<file path="src/rtl/i2c_mbe_pkg.sv">
`timescale 1ns / 1ps
// ---------------------------------------------------------------------------
// i2c master byte engine package
// Phase, command and status codes, shared state and result types.
// ---------------------------------------------------------------------------
package i2c_mbe_pkg;

   localparam int unsigned TimeoutWidth = 16;
   localparam logic [TimeoutWidth-1:0] AckTimeoutReset = 16'd255;

   // sequencer phases
   localparam logic [3:0] PH_IDLE      = 4'd0;
   localparam logic [3:0] PH_ST_CHECK  = 4'd1;
   localparam logic [3:0] PH_ST_LOW    = 4'd2;
   localparam logic [3:0] PH_SP_SCL    = 4'd3;
   localparam logic [3:0] PH_SP_SDA    = 4'd4;
   localparam logic [3:0] PH_WR_HIGH   = 4'd5;
   localparam logic [3:0] PH_WR_LOW    = 4'd6;
   localparam logic [3:0] PH_ACK_REL   = 4'd7;
   localparam logic [3:0] PH_ACK_HIGH  = 4'd8;
   localparam logic [3:0] PH_ACK_WAIT  = 4'd9;
   localparam logic [3:0] PH_RD_HIGH   = 4'd10;
   localparam logic [3:0] PH_RD_SAMPLE = 4'd11;
   localparam logic [3:0] PH_RD_GAP    = 4'd12;
   localparam logic [3:0] PH_AK_SDA    = 4'd13;
   localparam logic [3:0] PH_AK_HIGH   = 4'd14;
   localparam logic [3:0] PH_AK_LOW    = 4'd15;

   // commands
   localparam logic [2:0] OP_NONE  = 3'd0;
   localparam logic [2:0] OP_START = 3'd1;
   localparam logic [2:0] OP_STOP  = 3'd2;
   localparam logic [2:0] OP_WRITE = 3'd3;
   localparam logic [2:0] OP_READ  = 3'd4;
   localparam logic [2:0] OP_ACK   = 3'd5;

   // status codes
   localparam logic [1:0] ST_OK       = 2'd0;
   localparam logic [1:0] ST_BUS_BUSY = 2'd1;
   localparam logic [1:0] ST_TIMEOUT  = 2'd2;

   // register index
   localparam logic REG_ACK_TIMEOUT = 1'b0;

   localparam logic [3:0] BitsPerByte = 4'd8;

   typedef struct packed {
      logic [3:0]              phase;
      logic [3:0]              bit_index;
      logic [7:0]              shift_byte;
      logic [TimeoutWidth-1:0] wait_count;
      logic [2:0]              current_op;
      logic                    ack_choice;
      logic                    scl_level;
      logic                    sda_level;
      logic [7:0]              rx_hold;
   } engine_state_type;

   typedef struct packed {
      logic       scl;
      logic       sda_out;
      logic       sda_drive;
      logic       busy_res;
      logic       done_res;
      logic [1:0] status;
      logic [7:0] read_data;
   } engine_result_type;

endpackage

</file>
<file path="src/rtl/i2c_master_byte_engine_core.sv">
`timescale 1ns / 1ps
// ---------------------------------------------------------------------------
// i2c master byte engine core
// Bit-level I2C master sequencer, one transfer in per bit-timing tick.
// ---------------------------------------------------------------------------
// Usage:
//   Each req transfer is one tick: a command (taken only while idle), the
//   write byte, the ack choice and the sampled SDA level. Each tick yields
//   exactly one rsp transfer with the SCL/SDA levels, busy, done, status and
//   the last read byte. SDA is open drain: sda_drive high means pull low.
//   rsp_tvalid rises in the cycle after the req transfer. Throughput is one
//   tick per cycle while the receiver takes each result; the sequencer state
//   register and the result register are the only stages, so ticks stream
//   back to back. The ack timeout register (address 0) resets to 255; the
//   user writes it through the csr port only while the engine is idle, and
//   the block does not enforce this. Reset returns the sequencer to idle
//   with both lines released high and empties the result register.
//   When the receiver stalls, the held result stays on rsp and req_tready
//   drops until it is taken; no tick is lost or repeated.
// ---------------------------------------------------------------------------
module i2c_master_byte_engine_core
   import i2c_mbe_pkg::*;
(
   input  logic        clock,
   input  logic        reset,
   input  logic        req_tvalid,
   output logic        req_tready,
   input  logic [15:0] req_tdata,   // cmd[2:0], data[10:3], ack_bit[11], sda_in[12], zero
   output logic        rsp_tvalid,
   input  logic        rsp_tready,
   // scl[0], sda_out[1], sda_drive[2], busy_res[3], done_res[4], status[6:5],
   // read_data[14:7], zero
   output logic [15:0] rsp_tdata,
   input  logic        csr_psel,
   input  logic        csr_penable,
   input  logic        csr_pwrite,
   input  logic [2:0]  csr_paddr,
   input  logic [31:0] csr_pwdata,
   output logic [31:0] csr_prdata,
   output logic        csr_pready
);

   engine_state_type        state_ff;
   engine_state_type        state_in;
   engine_result_type       out_ff;
   engine_result_type       out_in;
   logic                    out_valid_ff;
   logic                    out_valid_in;
   engine_state_type        step_nxt;
   engine_result_type       step_res;
   logic [TimeoutWidth-1:0] ack_timeout;
   logic                    req_xfer;

   i2c_mbe_csr u_csr (
      .clock       (clock),
      .reset       (reset),
      .csr_psel    (csr_psel),
      .csr_penable (csr_penable),
      .csr_pwrite  (csr_pwrite),
      .csr_paddr   (csr_paddr),
      .csr_pwdata  (csr_pwdata),
      .csr_prdata  (csr_prdata),
      .csr_pready  (csr_pready),
      .ack_timeout (ack_timeout)
   );

   i2c_mbe_step u_step (
      .cur         (state_ff),
      .cmd         (req_tdata[2:0]),
      .data        (req_tdata[10:3]),
      .ack_bit     (req_tdata[11]),
      .sda_in      (req_tdata[12]),
      .ack_timeout (ack_timeout),
      .nxt         (step_nxt),
      .res         (step_res)
   );

   assign req_tready = ~out_valid_ff | rsp_tready;
   assign req_xfer   = req_tvalid & req_tready;

   always_comb begin
      state_in     = state_ff;
      out_in       = out_ff;
      out_valid_in = out_valid_ff & ~rsp_tready;
      if (req_xfer) begin
         state_in     = step_nxt;
         out_in       = step_res;
         out_valid_in = 1'b1;
      end
   end

   always_ff @(posedge clock) begin
      if (reset) begin
         state_ff.phase      <= PH_IDLE;
         state_ff.bit_index  <= 4'd0;
         state_ff.shift_byte <= 8'd0;
         state_ff.wait_count <= '0;
         state_ff.current_op <= OP_NONE;
         state_ff.ack_choice <= 1'b0;
         state_ff.scl_level  <= 1'b1;
         state_ff.sda_level  <= 1'b1;
         state_ff.rx_hold    <= 8'd0;
         out_valid_ff        <= 1'b0;
      end else begin
         state_ff     <= state_in;
         out_valid_ff <= out_valid_in;
      end
   end

   always_ff @(posedge clock) begin
      out_ff <= out_in;
   end

   assign rsp_tvalid = out_valid_ff;
   assign rsp_tdata  = {1'b0, out_ff.read_data, out_ff.status, out_ff.done_res,
                        out_ff.busy_res, out_ff.sda_drive, out_ff.sda_out, out_ff.scl};

   // error status only ever comes with done
   a_status_done : assert property (@(posedge clock) disable iff (reset)
      (rsp_tvalid && out_ff.status != ST_OK) |-> out_ff.done_res)
      else $error("status set without done");

   // busy in the result matches the sequencer phase after that tick
   a_busy_phase : assert property (@(posedge clock) disable iff (reset)
      req_xfer |=> (out_ff.busy_res == (state_ff.phase != PH_IDLE)))
      else $error("busy does not match phase");

   // the ack wait counter never runs past the timeout
   a_wait_bound : assert property (@(posedge clock) disable iff (reset)
      (state_ff.phase == PH_ACK_WAIT) |-> (state_ff.wait_count <= ack_timeout))
      else $error("ack wait counter past timeout");

   // an idle tick without a command keeps the sequencer idle
   a_idle_tick : assert property (@(posedge clock) disable iff (reset)
      (req_xfer && state_ff.phase == PH_IDLE && req_tdata[2:0] == OP_NONE)
      |=> (state_ff.phase == PH_IDLE))
      else $error("idle tick left idle");

   // an empty result register never blocks the input side
   a_ready_empty : assert property (@(posedge clock) disable iff (reset)
      !out_valid_ff |-> req_tready)
      else $error("input stalled with empty result register");

endmodule

</file>
<file path="src/rtl/i2c_mbe_csr.sv">
`timescale 1ns / 1ps
// ---------------------------------------------------------------------------
// i2c master byte engine register port
// APB-style access to the ack timeout register.
// ---------------------------------------------------------------------------
module i2c_mbe_csr
   import i2c_mbe_pkg::*;
(
   input  logic                    clock,
   input  logic                    reset,
   input  logic                    csr_psel,
   input  logic                    csr_penable,
   input  logic                    csr_pwrite,
   input  logic [2:0]              csr_paddr,
   input  logic [31:0]             csr_pwdata,
   output logic [31:0]             csr_prdata,
   output logic                    csr_pready,
   output logic [TimeoutWidth-1:0] ack_timeout
);

   logic [TimeoutWidth-1:0] ack_timeout_ff;
   logic [TimeoutWidth-1:0] ack_timeout_in;
   logic                    reg_sel;

   assign reg_sel    = (csr_paddr[2] == REG_ACK_TIMEOUT);
   assign csr_pready = 1'b1;

   always_comb begin
      ack_timeout_in = ack_timeout_ff;
      if (csr_psel && csr_penable && csr_pwrite && reg_sel) begin
         ack_timeout_in = csr_pwdata[TimeoutWidth-1:0];
      end
   end

   always_ff @(posedge clock) begin
      if (reset) begin
         ack_timeout_ff <= AckTimeoutReset;
      end else begin
         ack_timeout_ff <= ack_timeout_in;
      end
   end

   assign csr_prdata  = reg_sel ? {{(32-TimeoutWidth){1'b0}}, ack_timeout_ff} : 32'd0;
   assign ack_timeout = ack_timeout_ff;

endmodule

</file>
<file path="src/rtl/i2c_mbe_step.sv">
`timescale 1ns / 1ps
// ---------------------------------------------------------------------------
// i2c master byte engine step logic
// Next state and line levels for one bit-timing tick.
// ---------------------------------------------------------------------------
module i2c_mbe_step
   import i2c_mbe_pkg::*;
(
   input  engine_state_type        cur,
   input  logic [2:0]              cmd,
   input  logic [7:0]              data,
   input  logic                    ack_bit,
   input  logic                    sda_in,
   input  logic [TimeoutWidth-1:0] ack_timeout,
   output engine_state_type        nxt,
   output engine_result_type       res
);

   logic       done;
   logic [1:0] status;
   logic [3:0] bit_next;

   assign bit_next = cur.bit_index + 4'd1;

   always_comb begin
      nxt    = cur;
      done   = 1'b0;
      status = ST_OK;
      case (cur.phase)
         PH_IDLE: begin
            nxt.current_op = OP_NONE;
            case (cmd)
               OP_START: begin
                  nxt.current_op = cmd;
                  nxt.sda_level  = 1'b1;
                  nxt.scl_level  = 1'b1;
                  nxt.phase      = PH_ST_CHECK;
               end
               OP_STOP: begin
                  nxt.current_op = cmd;
                  nxt.sda_level  = 1'b0;
                  nxt.phase      = PH_SP_SCL;
               end
               OP_WRITE: begin
                  nxt.current_op = cmd;
                  nxt.bit_index  = 4'd0;
                  nxt.scl_level  = 1'b0;
                  nxt.sda_level  = data[7];
                  nxt.shift_byte = {data[6:0], 1'b0};
                  nxt.phase      = PH_WR_HIGH;
               end
               OP_READ: begin
                  nxt.current_op = cmd;
                  nxt.ack_choice = ack_bit;
                  nxt.shift_byte = 8'd0;
                  nxt.bit_index  = 4'd0;
                  nxt.sda_level  = 1'b1;
                  nxt.phase      = PH_RD_HIGH;
               end
               OP_ACK: begin
                  nxt.current_op = cmd;
                  nxt.ack_choice = ack_bit;
                  nxt.sda_level  = ~ack_bit;
                  nxt.phase      = PH_AK_HIGH;
               end
               default: begin
               end
            endcase
         end
         PH_ST_CHECK: begin
            if (!sda_in) begin
               done      = 1'b1;
               status    = ST_BUS_BUSY;
               nxt.phase = PH_IDLE;
            end else begin
               nxt.sda_level = 1'b0;
               nxt.phase     = PH_ST_LOW;
            end
         end
         PH_ST_LOW: begin
            nxt.scl_level = 1'b0;
            done          = 1'b1;
            nxt.phase     = PH_IDLE;
         end
         PH_SP_SCL: begin
            nxt.scl_level = 1'b1;
            nxt.phase     = PH_SP_SDA;
         end
         PH_SP_SDA: begin
            nxt.sda_level = 1'b1;
            done          = 1'b1;
            // a stop that ends a write came from an ack timeout
            status        = (cur.current_op == OP_WRITE) ? ST_TIMEOUT : ST_OK;
            nxt.phase     = PH_IDLE;
         end
         PH_WR_HIGH: begin
            nxt.scl_level = 1'b1;
            nxt.bit_index = bit_next;
            nxt.phase     = (bit_next >= BitsPerByte) ? PH_ACK_REL : PH_WR_LOW;
         end
         PH_WR_LOW: begin
            nxt.scl_level  = 1'b0;
            nxt.sda_level  = cur.shift_byte[7];
            nxt.shift_byte = {cur.shift_byte[6:0], 1'b0};
            nxt.phase      = PH_WR_HIGH;
         end
         PH_ACK_REL: begin
            nxt.scl_level = 1'b0;
            nxt.sda_level = 1'b1;
            nxt.phase     = PH_ACK_HIGH;
         end
         PH_ACK_HIGH: begin
            nxt.scl_level  = 1'b1;
            nxt.wait_count = '0;
            nxt.phase      = PH_ACK_WAIT;
         end
         PH_ACK_WAIT: begin
            if (!sda_in) begin
               nxt.scl_level = 1'b0;
               done          = 1'b1;
               nxt.phase     = PH_IDLE;
            end else if (cur.wait_count >= ack_timeout) begin
               nxt.sda_level = 1'b0;
               nxt.phase     = PH_SP_SCL;
            end else begin
               nxt.wait_count = cur.wait_count + 1'b1;
            end
         end
         PH_RD_HIGH: begin
            nxt.scl_level = 1'b1;
            nxt.phase     = PH_RD_SAMPLE;
         end
         PH_RD_SAMPLE: begin
            nxt.shift_byte = {cur.shift_byte[6:0], sda_in};
            nxt.scl_level  = 1'b0;
            nxt.bit_index  = bit_next;
            nxt.phase      = (bit_next >= BitsPerByte) ? PH_AK_SDA : PH_RD_GAP;
         end
         PH_RD_GAP: begin
            nxt.phase = PH_RD_HIGH;
         end
         PH_AK_SDA: begin
            nxt.sda_level = ~cur.ack_choice;
            nxt.phase     = PH_AK_HIGH;
         end
         PH_AK_HIGH: begin
            nxt.scl_level = 1'b1;
            nxt.phase     = PH_AK_LOW;
         end
         PH_AK_LOW: begin
            nxt.scl_level = 1'b0;
            done          = 1'b1;
            if (cur.current_op == OP_READ) begin
               nxt.rx_hold = cur.shift_byte;
            end
            nxt.phase = PH_IDLE;
         end
         default: begin
            nxt.phase = PH_IDLE;
         end
      endcase
   end

   always_comb begin
      res.scl       = nxt.scl_level;
      res.sda_out   = nxt.sda_level;
      res.sda_drive = ~nxt.sda_level;
      res.busy_res  = (nxt.phase != PH_IDLE);
      res.done_res  = done;
      res.status    = status;
      res.read_data = nxt.rx_hold;
   end

endmodule

</file>
<file path="config.mk">
export PLATFORM = sky130hd
export DESIGN_NAME = i2c_master_byte_engine_core
export DESIGN_NICKNAME = d
export VERILOG_FILES = /design/src/rtl/i2c_mbe_pkg.sv /design/src/rtl/i2c_master_byte_engine_core.sv /design/src/rtl/i2c_mbe_csr.sv /design/src/rtl/i2c_mbe_step.sv
export SDC_FILE = /design/constraint.sdc
export NUM_CORES = 1
export LEC_CHECK = 0
export BUFFER_PORTS_ARGS = -buffer_cell sky130_fd_sc_hd__buf_4
export CORE_ASPECT_RATIO = 1.25
export CORE_MARGIN = 3
export CORE_UTILIZATION = 35
export CTS_BUF_LIST = sky130_fd_sc_hd__clkbuf_16
export DETAILED_ROUTE_END_ITERATION = 7
export PLACE_DENSITY_LB_ADDON = 0.15
export SLEW_MARGIN = 10
export SYNTH_ARGS = -nofsm -noshare
export SYNTH_HDL_FRONTEND = slang
export SYNTH_SLANG_ARGS = --single-unit
</file>
<file path="constraint.sdc">
create_clock -name clock -period 2.9 [get_ports clock]
set_input_delay 0.58 -clock clock [delete_from_list [all_inputs] [get_ports clock]]
set_output_delay 0.58 -clock clock [all_outputs]
set_load 0.01 [all_outputs]
</file>
==> run metrics <==
FF+latch count, synth 78; Flop pwr share 44.2%; vias in the first global route 4048; Max Freq 395 MHz; nets 685; first-pass GRT wire length 20000 um; TritonCTS clock tree yes; number of inserted diodes 0; Cells after Synth 553; Via Count 4049; clock-pin slew on the worst setup and hold paths 0.06 ns; Clock power frac 38.4%; Most used DFF post-synth dfxtp_1; Adder-Cell Fraction of Synth Area 5.02%; Synth Cell Area 0.00449 mm2; clock skew 0.00452 ns; largest net degree at the start of global routing 44; Die W 107 um; asr flop ratio synth 0%; final worst-path cycle share 87.2%; area delta synth->final 19.5%; layout cells sized above 1 18.7%; CTS Hold Bufs 0; initial antenna violation count 0; mux cell area share after synthesis 3.60%; RSZ-0062 raised after global routing no; Core ar. 0.0123 mm2; fin area 0.00536 mm2; register area share after synthesis 38.1%; ranking of synthesized cells by area dfxtp_1 28%, edfxtp_1 10%, nand2_1 6.0%; PostCTS Resize Cnt 0; Int Pwr 0.00196 W; global route overflow 0; Post-CTS Setup Inserts 0; Final min period 2.53 ns; Antenna Nets Post-Route 0; Net Sw Power 0.000788 W; max_slew headroom 26.5%; Via density 5.20; power per cell area 512 mW/mm2; Wirelength per Cell 15.6 um; Initial Util 36.4%; post-synth top area share 28.1%; clk sinks 78; total CTS buffers 9; Post-synth top cells 72 x nand2_1, 70 x nor2_1, 63 x dfxtp_1; post-route setup TNS 0 ns; Clk Latency, worst-skew pair 0.34 ns; Mean Syn Cell Area 8.11 um2; DIE AREA 0.0142 mm2; Comb pwr share 17.4%; Final Non-Filler Cells 778; crit path capture type flop; Yosys cell types 63; Max Cap Viol 0; Setup Crit Path Kind flop to flop; Final Wtd Congestion 0.872; Crit path arrival time 2.80 ns; total track usage 17.5%; outcome finished clean; final wirelength 12100 um; Die Ht 133 um; Yosys warnings 0; Final Hold Vio Count 0; row count 45; Post-route DRC 0; Post-Synth Simple-Gate Area 24.7%; CTS root buf clkbuf_16; Final Setup Violations 0; Max clock buf depth 2; I/O pin count 109; HPWL after detailed placement 8840 um; Yosys top cell by area dfxtp_1; HP Class flop to flop; post-place instance area 0.00509 mm2; worst path required time 3.17 ns; Compound-Gate Fraction of Synth Area 19.3%; input/output buffers 69; worst-path fanout max 20; placed cells 762; First DRT Iteration DRCs 211; Leak Pwr 2.15 nW; Tightest Pin Transition 1.10 ns; combinational family with the most area after synthesis simple AND/OR/NAND/NOR gates; H-tree Lvls 3; Synth Area in XOR/XNOR 0.195%; EDFF count, synth 15; peak supply drop 0.249 mV; sw frac 28.7%; router iterations before antenna repair 4; most frequent cell after synthesis nand2_1; Final Max Tran Viols 0; startpoint types flop
## critical path: stages, from the launching register on
cell	delay, ns
dfxtp_1	0.45
nand2b_1	0.27
or4b_1	0.65
nor3b_2	0.23
nand4_2	0.15
buf_4	0.24
a2111o_1	0.39
o21ai_1	0.08
## placed cells by master, fill, tap and decap left out, types with 4 or more instances in the layout
| cell type | instances |
|---|---|
| buf_4 | 84 |
| nand2_1 | 72 |
| nor2_1 | 70 |
| dfxtp_1 | 63 |
| a21oi_1 | 42 |
| inv_1 | 27 |
| nand3_1 | 22 |
| ha_1 | 18 |
| conb_1 | 18 |
| nand2b_1 | 17 |
| edfxtp_1 | 15 |
| nor3_1 | 13 |
| o211ai_1 | 12 |
| o21ai_0 | 11 |
| a2111o_1 | 10 |
| mux2_2 | 9 |
| clkbuf_16 | 9 |
| nand4_1 | 8 |
| a311oi_1 | 8 |
| o21ai_1 | 7 |
| mux2i_1 | 6 |
| nor2b_1 | 5 |
| o31ai_1 | 5 |
| o2111ai_1 | 4 |
| a31oi_1 | 4 |
| and3_1 | 4 |
## final cells by class
type                    count  area (um2)
fillers                  1216        6970
multi-input cells         409        2440
flip-flops and latches     78        1710
repair buffers             84         631
clock buffers               9         225
well taps                 164         205
inverters                  27         101
clock inverters             7        50.0
## path summary, 6_finish.rpt
kind	from	end	slack, ns	cells after the start
worst max register to register	state_ff[43]$_SDFFE_PP0P_	state_ff[26]$_SDFFE_PP0P_	0.37	7
worst min-delay path	u_csr.ack_timeout[15]$_SDFFE_PP0P_	u_csr.ack_timeout[15]$_SDFFE_PP0P_	0.45	2
worst min register to register	u_csr.ack_timeout[15]$_SDFFE_PP0P_	u_csr.ack_timeout[15]$_SDFFE_PP0P_	0.45	2
worst max-delay path	state_ff[43]$_SDFFE_PP0P_	state_ff[26]$_SDFFE_PP0P_	0.37	7
## metrics by stage
| step | setup WS, ns | util [%] | power, W | hold WS, ns |
|---|---|---|---|---|
| 6_report | 0.371 | 43.5 | 0.00275 | 0.453 |
| 5_1_grt | 0.164 | 43.5 | 0.00289 | 0.471 |
| 3_5_place_dp | 0.270 | 41.2 | 0.00172 | 0.447 |
| 2_1_floorplan | 0.536 | - | 0.00155 | 0.436 |
| 3_3_place_gp | 0.329 | 41.2 | 0.00171 | 0.445 |
| 4_1_cts | 0.388 | 43.5 | 0.00278 | 0.456 |
## power by group through the flow
stage               sequential, W  combinational, W  clock, W
floorplan                 0.00123          0.000317         0
global placement          0.00124          0.000471         0
detailed placement        0.00124          0.000480         0
CTS                       0.00121          0.000482   0.00108
global route              0.00122          0.000532   0.00113
finish                    0.00121          0.000479   0.00105
## sequential cells by signal (all words and copies together), names as in the netlist
register and flops:
state_ff 46, u_csr.ack_timeout 16, rsp_tdata 15, rsp_tvalid 1
## metal layers
layer	routed length (um)	vias up	global-route usage [%]	share of wire (%)
met3	436	27	3.42	3.6
met2	6120	93	30.3	50
met5	0	-	0	0
li1	-	2059	-	-
met4	402	0	8.24	3.3
met1	5180	1870	20.5	43
## kinds of logic after synthesis
logic type	after synthesis
fa+ha+maj	18
mux	15
xor+xnor	1
simple gates	232
flops	78
buf+inv	82
other cells	2
compound gates	125
(Power assumes the default switching activity.)
